### src/design/mfq_pkg.sv
`timescale 1ns / 1ps
// ----------------------------------------------------------------------------
// mfq_pkg
// Shared types and constants of the multilevel feedback queue scheduler.
// ----------------------------------------------------------------------------
package mfq_pkg;

  localparam int MAX_TASKS_DEF  = 16;
  localparam int NUM_LEVELS_DEF = 3;

  localparam int ID_W    = 4;
  localparam int LEN_W   = 16;
  localparam int BQ_W    = 8;
  localparam int SLICE_W = 10;
  localparam int TIME_W  = 32;
  localparam int OLVL_W  = 2;
  localparam int SDATA_W = 24;
  localparam int MDATA_W = 48;
  localparam int SUSER_W = 1;
  localparam int MUSER_W = 2;

  localparam logic [BQ_W-1:0]    BQ_RESET  = 8'd2;
  localparam logic [SLICE_W-1:0] SLICE_MAX = 10'd1023;

  typedef enum logic [1:0] {
    ST_READY,
    ST_RUNNING,
    ST_TERMINATED
  } task_status_t;

  typedef struct packed {
    task_status_t       status;
    logic [LEN_W-1:0]   need;
    logic [LEN_W-1:0]   done;
    logic [SLICE_W-1:0] slice;
  } task_rec_t;

  typedef enum logic [3:0] {
    S_IDLE,
    S_ADMIT,
    S_LOOK,
    S_READ,
    S_DECIDE,
    S_LOOK2,
    S_READ2,
    S_ELECT,
    S_OUT
  } state_t;

  typedef struct packed {
    logic load;
    logic admit;
    logic look;
    logic rd_task;
    logic decide;
    logic elect;
    logic emit;
  } mfq_cmd_t;

  typedef struct packed {
    logic empty;
    logic resolve;
    logic out_free;
  } mfq_stat_t;

endpackage

### src/design/mfq_ctrl.sv
`timescale 1ns / 1ps
// ----------------------------------------------------------------------------
// mfq_ctrl
// Sequencer: steps an admit into the queues and a tick through lookup, decision and election.
// ----------------------------------------------------------------------------
module mfq_ctrl
  import mfq_pkg::*;
(
  input  logic      clk,
  input  logic      rst,
  input  logic      s_tvalid,
  input  logic      s_tuser,
  output logic      s_tready,
  input  mfq_stat_t stat,
  output mfq_cmd_t  cmd
);

  state_t state, state_next;

  always_ff @(posedge clk) begin
    if (rst) begin
      state <= S_IDLE;
    end else begin
      state <= state_next;
    end
  end

  always_comb begin
    state_next = state;
    cmd        = '0;
    s_tready   = 1'b0;
    case (state)
      S_IDLE: begin
        s_tready = 1'b1;
        if (s_tvalid) begin
          cmd.load   = 1'b1;
          state_next = s_tuser ? S_LOOK : S_ADMIT;
        end
      end
      S_ADMIT: begin
        cmd.admit  = 1'b1;
        state_next = S_IDLE;
      end
      S_LOOK: begin
        cmd.look   = 1'b1;
        state_next = stat.empty ? S_OUT : S_READ;
      end
      S_READ: begin
        cmd.rd_task = 1'b1;
        state_next  = S_DECIDE;
      end
      S_DECIDE: begin
        cmd.decide = 1'b1;
        state_next = stat.resolve ? S_LOOK2 : S_OUT;
      end
      S_LOOK2: begin
        cmd.look   = 1'b1;
        state_next = stat.empty ? S_OUT : S_READ2;
      end
      S_READ2: begin
        cmd.rd_task = 1'b1;
        state_next  = S_ELECT;
      end
      S_ELECT: begin
        cmd.elect  = 1'b1;
        state_next = S_OUT;
      end
      S_OUT: begin
        // hold the result until the output register is free
        if (stat.out_free) begin
          cmd.emit   = 1'b1;
          state_next = S_IDLE;
        end
      end
      default: begin
        state_next = S_IDLE;
      end
    endcase
  end

endmodule

### src/design/mfq_dp.sv
`timescale 1ns / 1ps
// ----------------------------------------------------------------------------
// mfq_dp
// Datapath: level FIFOs in one memory, task table memory, counters, output.
// ----------------------------------------------------------------------------
module mfq_dp
  import mfq_pkg::*;
#(
  parameter int MAX_TASKS  = MAX_TASKS_DEF,
  parameter int NUM_LEVELS = NUM_LEVELS_DEF
) (
  input  logic               clk,
  input  logic               rst,
  input  logic [SDATA_W-1:0] s_tdata,
  output logic               m_tvalid,
  input  logic               m_tready,
  output logic [MDATA_W-1:0] m_tdata,
  output logic [MUSER_W-1:0] m_tuser,
  input  logic               cfg_wr_en,
  input  logic [BQ_W-1:0]    cfg_wr_data,
  input  mfq_cmd_t           cmd,
  output mfq_stat_t          stat
);

  localparam int PTR_W  = $clog2(MAX_TASKS);
  localparam int FILL_W = $clog2(MAX_TASKS + 1);
  localparam int TIDX_W = $clog2(MAX_TASKS);
  localparam int LI_W   = $clog2(NUM_LEVELS);
  localparam int FD     = NUM_LEVELS * MAX_TASKS;
  localparam int AW     = $clog2(FD);
  localparam int LIM_W  = LI_W + BQ_W + 1;

  function automatic logic [AW-1:0] faddr(logic [LI_W-1:0] l, logic [PTR_W-1:0] p);
    return AW'(l) * AW'(MAX_TASKS) + AW'(p);
  endfunction

  function automatic logic [PTR_W-1:0] pinc(logic [PTR_W-1:0] p);
    return (p == PTR_W'(MAX_TASKS - 1)) ? '0 : p + 1'b1;
  endfunction

  function automatic task_rec_t charged(task_rec_t r);
    task_rec_t c;
    c        = r;
    c.status = ST_RUNNING;
    c.done   = r.done + 1'b1;
    if (r.slice < SLICE_MAX) begin
      c.slice = r.slice + 1'b1;
    end
    return c;
  endfunction

  logic [BQ_W-1:0]   bq;
  logic [ID_W-1:0]   in_id;
  logic [LEN_W-1:0]  in_len;
  logic [PTR_W-1:0]  head [NUM_LEVELS];
  logic [PTR_W-1:0]  tail [NUM_LEVELS];
  logic [FILL_W-1:0] fill [NUM_LEVELS];
  logic [LI_W-1:0]   cur_lvl;
  logic [ID_W-1:0]   fifo_q;
  task_rec_t         rec_q;
  logic              res_ev;
  logic [ID_W-1:0]   res_id;
  logic [OLVL_W-1:0] res_lvl;
  logic              fin_v;
  logic [ID_W-1:0]   fin_id;
  logic [TIME_W-1:0] tick;

  logic [ID_W-1:0] fifo_mem [FD];
  task_rec_t       task_mem [MAX_TASKS];

  // head lookup over the level fill counts
  logic [LI_W-1:0] top_lvl;
  logic            empty;
  always_comb begin
    top_lvl = '0;
    empty   = 1'b1;
    for (int l = NUM_LEVELS - 1; l >= 0; l--) begin
      if (fill[l] != '0) begin
        top_lvl = LI_W'(l);
        empty   = 1'b0;
      end
    end
  end

  // decision on the head record
  logic [LI_W-1:0]  tgt;
  logic [LIM_W-1:0] limit;
  logic             running, fin, dem, tgt_full, admit_ok;
  always_comb begin
    tgt      = (cur_lvl == LI_W'(NUM_LEVELS - 1)) ? '0 : cur_lvl + 1'b1;
    limit    = (LIM_W'(cur_lvl) + 1'b1) * LIM_W'(bq);
    running  = rec_q.status == ST_RUNNING;
    fin      = running && (rec_q.done >= rec_q.need);
    dem      = running && !fin && (LIM_W'(rec_q.slice) >= limit);
    tgt_full = fill[tgt] == FILL_W'(MAX_TASKS);
    admit_ok = (int'(in_id) < MAX_TASKS) && (fill[0] != FILL_W'(MAX_TASKS));
  end

  assign stat.empty    = empty;
  assign stat.resolve  = fin || dem;
  assign stat.out_free = !m_tvalid || m_tready;

  // task table write port
  logic              t_we;
  logic [TIDX_W-1:0] t_idx;
  task_rec_t         t_wd;
  always_comb begin
    t_we  = 1'b0;
    t_idx = TIDX_W'(fifo_q);
    t_wd  = charged(rec_q);
    if (cmd.admit) begin
      t_we  = admit_ok;
      t_idx = TIDX_W'(in_id);
      t_wd  = '{status: ST_READY, need: in_len, done: '0, slice: '0};
    end else if (cmd.decide) begin
      t_we = 1'b1;
      if (fin) begin
        t_wd        = rec_q;
        t_wd.status = ST_TERMINATED;
      end else if (dem) begin
        t_wd        = rec_q;
        t_wd.status = ST_READY;
        t_wd.slice  = '0;
      end
    end else if (cmd.elect) begin
      t_we = 1'b1;
    end
  end

  // FIFO write port and push/pop
  logic            f_we;
  logic [AW-1:0]   f_addr;
  logic [ID_W-1:0] f_wd;
  logic            push_any, pop_any;
  logic [LI_W-1:0] push_lvl;
  always_comb begin
    f_we     = 1'b0;
    f_addr   = faddr(tgt, tail[tgt]);
    f_wd     = fifo_q;
    push_lvl = tgt;
    pop_any  = cmd.decide && (fin || dem);
    if (cmd.admit) begin
      f_we     = admit_ok;
      push_lvl = '0;
      f_addr   = faddr('0, tail[0]);
      f_wd     = in_id;
    end else if (cmd.decide && dem && !tgt_full) begin
      f_we = 1'b1;
    end
    push_any = f_we;
  end

  always_ff @(posedge clk) begin
    if (f_we) begin
      fifo_mem[f_addr] <= f_wd;
    end
    if (cmd.look) begin
      fifo_q <= fifo_mem[faddr(top_lvl, head[top_lvl])];
    end
  end

  always_ff @(posedge clk) begin
    if (t_we) begin
      task_mem[t_idx] <= t_wd;
    end
    if (cmd.rd_task) begin
      rec_q <= task_mem[TIDX_W'(fifo_q)];
    end
  end

  always_ff @(posedge clk) begin
    if (rst) begin
      for (int l = 0; l < NUM_LEVELS; l++) begin
        head[l] <= '0;
        tail[l] <= '0;
        fill[l] <= '0;
      end
    end else begin
      for (int l = 0; l < NUM_LEVELS; l++) begin
        if (push_any && push_lvl == LI_W'(l)) begin
          tail[l] <= pinc(tail[l]);
          fill[l] <= fill[l] + 1'b1;
        end
        if (pop_any && cur_lvl == LI_W'(l)) begin
          head[l] <= pinc(head[l]);
          fill[l] <= fill[l] - 1'b1;
        end
      end
    end
  end

  always_ff @(posedge clk) begin
    if (rst) begin
      bq <= BQ_RESET;
    end else if (cfg_wr_en) begin
      bq <= cfg_wr_data;
    end
  end

  // item and result registers
  always_ff @(posedge clk) begin
    if (cmd.load) begin
      in_id  <= s_tdata[ID_W-1:0];
      in_len <= s_tdata[ID_W +: LEN_W];
      fin_v  <= 1'b0;
      fin_id <= '0;
    end
    if (cmd.look) begin
      cur_lvl <= top_lvl;
      if (empty) begin
        res_ev  <= 1'b0;
        res_id  <= '0;
        res_lvl <= '0;
      end
    end
    if (cmd.decide && fin) begin
      fin_v  <= 1'b1;
      fin_id <= fifo_q;
    end
    if (cmd.elect || (cmd.decide && !fin && !dem)) begin
      res_ev  <= 1'b1;
      res_id  <= fifo_q;
      res_lvl <= OLVL_W'(cur_lvl);
    end
  end

  always_ff @(posedge clk) begin
    if (rst) begin
      m_tvalid <= 1'b0;
      tick     <= '0;
    end else if (cmd.emit) begin
      m_tvalid <= 1'b1;
      tick     <= tick + 1'b1;
    end else if (m_tready) begin
      m_tvalid <= 1'b0;
    end
  end

  // finish time is the tick count only on a termination, zero otherwise
  always_ff @(posedge clk) begin
    if (cmd.emit) begin
      m_tdata <= {(MDATA_W - TIME_W - 2 * ID_W - OLVL_W)'(0), (fin_v ? tick : '0),
                  fin_id, res_lvl, res_id};
      m_tuser <= {fin_v, res_ev};
    end
  end

endmodule

### src/design/multilevel_feedback_queue_scheduler.sv
`timescale 1ns / 1ps
// ----------------------------------------------------------------------------
// multilevel_feedback_queue_scheduler
// Feedback-queue task scheduler with NUM_LEVELS circular priority FIFOs.
// ----------------------------------------------------------------------------
//  channel  | direction | fields
//  s_*      | in        | tuser: req_type; tdata: admit_task, admit_length
//  m_*      | out       | tuser: elected_valid, finished_valid;
//           |           | tdata: elected_task, elected_level, finished_task,
//           |           |        finish_time
//  cfg_*    | in        | base_quantum write
//
//  An admit is written in its admit step. A tick looks up the top level; when
//  the queues are empty it goes straight to output, else the head record is
//  read and a decision made. A head that terminates or is demoted leads to a
//  second lookup, read and election, or to output if the queues are then empty;
//  FIFO and task table reads are registered. Reset is synchronous; no clearing
//  pass is needed. A stalled output holds the sequencer in its output step;
//  input is taken only while idle.
module multilevel_feedback_queue_scheduler
  import mfq_pkg::*;
#(
  parameter int MAX_TASKS  = MAX_TASKS_DEF,
  parameter int NUM_LEVELS = NUM_LEVELS_DEF
) (
  input  logic               clk,
  input  logic               rst,
  input  logic               s_tvalid,
  output logic               s_tready,
  input  logic [SDATA_W-1:0] s_tdata,   // admit_task, admit_length
  input  logic [SUSER_W-1:0] s_tuser,   // req_type
  output logic               m_tvalid,
  input  logic               m_tready,
  output logic [MDATA_W-1:0] m_tdata,   // elected_task, elected_level,
                                        // finished_task, finish_time
  output logic [MUSER_W-1:0] m_tuser,   // elected_valid, finished_valid
  input  logic               cfg_wr_en,
  input  logic [BQ_W-1:0]    cfg_wr_data
);

  mfq_cmd_t  cmd;
  mfq_stat_t stat;

  mfq_ctrl u_ctrl (
    .clk      (clk),
    .rst      (rst),
    .s_tvalid (s_tvalid),
    .s_tuser  (s_tuser[0]),
    .s_tready (s_tready),
    .stat     (stat),
    .cmd      (cmd)
  );

  mfq_dp #(
    .MAX_TASKS  (MAX_TASKS),
    .NUM_LEVELS (NUM_LEVELS)
  ) u_dp (
    .clk         (clk),
    .rst         (rst),
    .s_tdata     (s_tdata),
    .m_tvalid    (m_tvalid),
    .m_tready    (m_tready),
    .m_tdata     (m_tdata),
    .m_tuser     (m_tuser),
    .cfg_wr_en   (cfg_wr_en),
    .cfg_wr_data (cfg_wr_data),
    .cmd         (cmd),
    .stat        (stat)
  );

`ifndef NO_ASSERTIONS
  a_one_item: assert property (@(posedge clk) disable iff (rst)
    (s_tvalid && s_tready) |=> !s_tready)
    else $error("input taken while an item is in progress");

  a_emit_free: assert property (@(posedge clk) disable iff (rst)
    cmd.emit |-> (!m_tvalid || m_tready))
    else $error("result loaded over an untaken result");

  a_valid_src: assert property (@(posedge clk) disable iff (rst)
    $rose(m_tvalid) |-> $past(cmd.emit))
    else $error("output valid without a result");
`endif

endmodule

### config.mk
export PLATFORM = sky130hd
export DESIGN_NAME = multilevel_feedback_queue_scheduler
export DESIGN_NICKNAME = d
export VERILOG_FILES = /design/src/design/mfq_pkg.sv /design/src/design/mfq_ctrl.sv /design/src/design/mfq_dp.sv /design/src/design/multilevel_feedback_queue_scheduler.sv
export SDC_FILE = /design/constraint.sdc
export NUM_CORES = 1
export LEC_CHECK = 0
export BUFFER_PORTS_ARGS = -buffer_cell sky130_fd_sc_hd__buf_2
export CAP_MARGIN = 25
export CELL_PAD_IN_SITES_DETAIL_PLACEMENT = 0
export CELL_PAD_IN_SITES_GLOBAL_PLACEMENT = 1
export CORE_MARGIN = 3
export CORE_UTILIZATION = 37
export CTS_BUF_LIST = sky130_fd_sc_hd__clkbuf_8
export CTS_CLUSTER_DIAMETER = 60
export CTS_CLUSTER_SIZE = 10
export DETAILED_ROUTE_END_ITERATION = 10
export PLACE_DENSITY = 0.69
export SETUP_SLACK_MARGIN = 0.5
export SLEW_MARGIN = 20
export SYNTH_ARGS = -nofsm -noshare
export SYNTH_HDL_FRONTEND = slang
export SYNTH_SLANG_ARGS = --single-unit
### constraint.sdc
create_clock -name clk -period 6.5 [get_ports clk]
set_input_delay 0.975 -clock clk [delete_from_list [all_inputs] [get_ports clk]]
set_output_delay 0.975 -clock clk [all_outputs]
set_load 0.05 [all_outputs]
==> results.json <==
{
  "p_leak_nw": 16.2,
  "ir_drop_mv": 0.183,
  "intPower_mw": 10.3,
  "run_status": "completed",
  "routed-via-count": 23900,
  "p_per_area_mw_per_mm2": 270,
  "yosys.area.top_type": "edfxtp_1",
  "crit_arrival_ns": 6.26,
  "hp-class": "primary input to flop",
  "wl_per_cell_um": 23.4,
  "cts_root_buf": "clkbuf_8",
  "clkPwrFrac_pct": 32.7,
  "p_seq_share_pct": 59.5,
  "cts.path.max_buffers": 3,
  "yosysWarnings": 0,
  "syn_inst": 2597,
  "first_iter_violations": 2170,
  "max_cap_viol_count": 0,
  "cts_buffers": 132,
  "slew_headroom_pct": 29.2,
  "viasPerCell": 5.40,
  "dp_slack_ns": 0.379,
  "netlist_top_cells_area": "edfxtp_1, mux4_2, dfxtp_1",
  "worst_hold_slack_ns": 0.347,
  "tritoncts": "yes",
  "post-place-cells": 4242,
  "n_fill_cell": 10700,
  "grt_pass1_wl_um": 155000,
  "dpl_cell_area_mm2": 0.0478,
  "ys.flop_type": "edfxtp_1",
  "synth_area_per_cell_um2": 17.4,
  "synthDistinctLibCells": 79,
  "path_buf_inv": 2,
  "instances_no_fill": 4418,
  "endpoint_kind": "flop",
  "setup_tns_ns": 0,
  "slowest_delay_ns": 0.47,
  "drive_above_1_share_pct": 21.0,
  "period_needed_ns": 5.77,
  "cts.htree.levels": 4,
  "clk_latency_ns": 0.80,
  "ys_ff_latch": 1106,
  "crit_path_max_fanout": 8,
  "hold_viol": 0,
  "ys_seq_area_share_pct": 72.5,
  "maxSlewViolCount": 0,
  "hpwlAfterDp_um": 57700,
  "fmax_mhz": 173,
  "postRouteAntennaNets": 0,
  "crit_family": "adder cells",
  "grt_pass1_vias": 24700,
  "multi_input_area_mm2": 0.0118,
  "cpMostUsedCell": "ha_1",
  "cp.required_ns": 6.99,
  "setup_slack_ns": 0.730,
  "netlist.area_leader.share_pct": 70.5,
  "cts.sinks": 1106,
  "die_y_um": 355,
  "rows": 127,
  "routed_wl_um": 103000,
  "areaGrowthSynthToFinish_pct": 10.9,
  "path_clk_slew_ns": 0.07,
  "portBuffers": 79,
  "crit_path_start_kind": "flop",
  "drcViolationCount": 0,
  "p_switching_mw": 3.16,
  "initial_core_util_pct": 37.5,
  "overflow": 0,
  "crit_type": "flop to flop",
  "die_area_mm2": 0.126,
  "mappedNetlistArea_mm2": 0.0451,
  "gr-usage-all-layers_pct": 16.3,
  "gp_congestion": 0.822,
  "grt_max_degree": 109,
  "critPathSlowestCell": "fa_1",
  "antenna_found_initial": 4,
  "tightest_slew_ns": 1.06,
  "fin_nets": 2878,
  "synth-edff-count": 1059,
  "worst_clock_skew_ns": 0.0443,
  "io_pins": 90,
  "async_reset_ff_share_pct": 0,
  "comb_power_share_pct": 7.8,
  "seq_area_mm2": 0.0327,
  "die_w_um": 355,
  "coreArea_mm2": 0.120,
  "setup-violations-final": 0,
  "period_share_pct": 88.8,
  "design_area_mm2": 0.0501,
  "rsz0062_at_grt": "yes",
  "first_pass_iters": 7,
  "switching_share_pct": 23.4
}
-- cell usage in the layout (no fill, tap or decap), types with 22 or more instances in the layout --
| cell type | synthesis | layout |
|---|---|---|
| mux4_2 | 220 | 220 |
| a21o_1 | 25 | 24 |
| a21oi_1 | 103 | 99 |
| edfxtp_1 | 1059 | 1059 |
| xor2_1 | 26 | 26 |
| mux2i_1 | 39 | 39 |
| and2_1 | 54 | 54 |
| buf_2 | 15 | 86 |
| inv_1 | 65 | 72 |
| nor2_1 | 187 | 165 |
| buf_4 | 7 | 60 |
| xnor2_1 | 33 | 33 |
| a22oi_1 | 22 | 22 |
| dfxtp_1 | 47 | 47 |
| o21ai_0 | 54 | 49 |
| nand3_1 | 63 | 62 |
| nand2_1 | 203 | 203 |
| ha_1 | 59 | 57 |
| clkbuf_8 | 0 | 132 |
-- what timing repair did --
| item | 4_1_cts | 5_1_grt |
|---|---|---|
| resized for setup | 3 | 13 |
| endpoints found under the setup margin | 3 | 257 |
| buffers inserted | 1 | 4 |
| pin swaps | 0 | 1 |
| hold buffers | 0 | 0 |
-- final cells by class --
type | instances | share of cell area (%)
flip-flops and latches | 1106 | 65.4
inverters | 66 | 0.497
diodes | 1 | 0.00500
multi-input cells | 1311 | 23.6
clock buffers | 132 | 3.63
repair buffers | 155 | 2.14
clock inverters | 35 | 0.662
well taps | 1612 | 4.03
-- layer usage --
layer / track usage (%) / share of wire (%) / wire length (µm)
met1: 22.0 / 43 / 44700
met2: 27.0 / 49 / 50200
met3: 2.72 / 5.9 / 6080
met4: 5.21 / 2.3 / 2410
met5: 0 / 0 / 0
-- worst register-to-register path, cell delays in order (launching register included) --
cell	delay (ns)
edfxtp_1	0.42
inv_1	0.14
ha_2	0.34
and2_1	0.19
fa_1	0.47
ha_1	0.30
a21o_1	0.19
a21oi_2	0.17
o21bai_1	0.09
a21oi_2	0.17
o21ai_0	0.09
a21oi_1	0.17
xor2_1	0.18
ha_1	0.26
and3_1	0.18
a221o_1	0.36
and4bb_4	0.24
nor2_2	0.12
nor2_2	0.07
nand2_1	0.14
inv_1	0.12
ha_1	0.34
a21o_1	0.20
a21oi_1	0.20
xnor2_1	0.16
xnor2_1	0.13
nor2_1	0.05
-- registers in the layout (all words and copies together), names as in the netlist --
| register | count |
|---|---|
| u_ctrl.state | 4 |
| u_dp.bq | 8 |
| u_dp.cur_lvl | 2 |
| u_dp.fifo_mem | 192 |
| u_dp.fifo_q | 4 |
| u_dp.fill | 15 |
| u_dp.fin_id | 4 |
| u_dp.fin_v | 1 |
| u_dp.head | 12 |
| u_dp.in_id | 4 |
| u_dp.in_len | 16 |
| u_dp.m_tdata | 42 |
| u_dp.m_tuser | 2 |
| u_dp.m_tvalid | 1 |
| u_dp.rec_q | 44 |
| u_dp.res_ev | 1 |
| u_dp.res_id | 4 |
| u_dp.res_lvl | 2 |
| u_dp.tail | 12 |
| u_dp.task_mem | 704 |
| u_dp.tick | 32 |
-- worst paths after layout --
check / startpoint / to / slack, ns / cells past startpoint
setup reg to reg: u_dp.cur_lvl[1]$_DFFE_PN_ / u_dp.fill[1][4]$_SDFFCE_PN0P_ / 0.73 / 26
hold reg to reg: u_dp.res_id[2]$_SDFFCE_PN0P_ / u_dp.m_tdata[2]$_DFFE_PP_ / 0.42 / 0
setup / recovery: u_dp.cur_lvl[1]$_DFFE_PN_ / u_dp.fill[1][4]$_SDFFCE_PN0P_ / 0.73 / 26
hold / removal: s_tdata[9] / u_dp.in_len[5]$_DFFE_PP_ / 0.35 / 1
-- per-stage QoR --
step	util (%)	total power, mW
6_report	41.6	13.5
5_1_grt	41.6	14.0
4_1_cts	41.5	13.6
3_5_place_dp	39.7	9.25
3_3_place_gp	39.6	9.19
2_1_floorplan	-	8.89
-- synthesized netlist by cell type, types with 9 or more instances --
| cell type | count |
|---|---|
| a21oi_1 | 103 |
| o21ai_0 | 54 |
| and2_1 | 54 |
| mux2i_1 | 39 |
| xor2_1 | 26 |
| xnor2_1 | 33 |
| a21o_1 | 25 |
| a32oi_1 | 13 |
| buf_1 | 30 |
| fa_1 | 9 |
| inv_1 | 65 |
| mux4_2 | 220 |
| edfxtp_1 | 1059 |
| nor2_1 | 187 |
| nor3b_1 | 9 |
| nand4_1 | 20 |
| buf_2 | 15 |
| dfxtp_1 | 47 |
| nand2b_1 | 12 |
| or3_1 | 10 |
| a211o_1 | 9 |
| nand2_1 | 203 |
| nand3_1 | 63 |
| ha_1 | 59 |
| clkbuf_1 | 64 |
| a22oi_1 | 22 |
| nor2b_1 | 14 |
| and3_1 | 12 |
-- kinds of logic after synthesis --
| kind of cell | count (synthesis) | synth area share [%] |
|---|---|---|
| flops | 1106 | 72.5 |
| xor+xnor | 59 | 1.14 |
| compound gates | 288 | 4.06 |
| fa+ha+maj | 68 | 2.03 |
| buf+inv | 185 | 1.69 |
| simple gates | 629 | 6.63 |
| other cells | 1 | 0.00831 |
| mux | 261 | 11.9 |
-- power by group through the flow --
| stage | clock network, mW | registers (mW) | logic (mW) |
|---|---|---|---|
| 2_1_floorplan | 0 | 8.18 | 0.717 |
| 3_3_place_gp | 0 | 8.18 | 1.01 |
| 3_5_place_dp | 0 | 8.19 | 1.06 |
| 4_1_cts | 4.56 | 8.03 | 1.06 |
| 5_1_grt | 4.83 | 8.04 | 1.15 |
| 6_report | 4.41 | 8.03 | 1.05 |
Power figures use the tool's default switching activity.
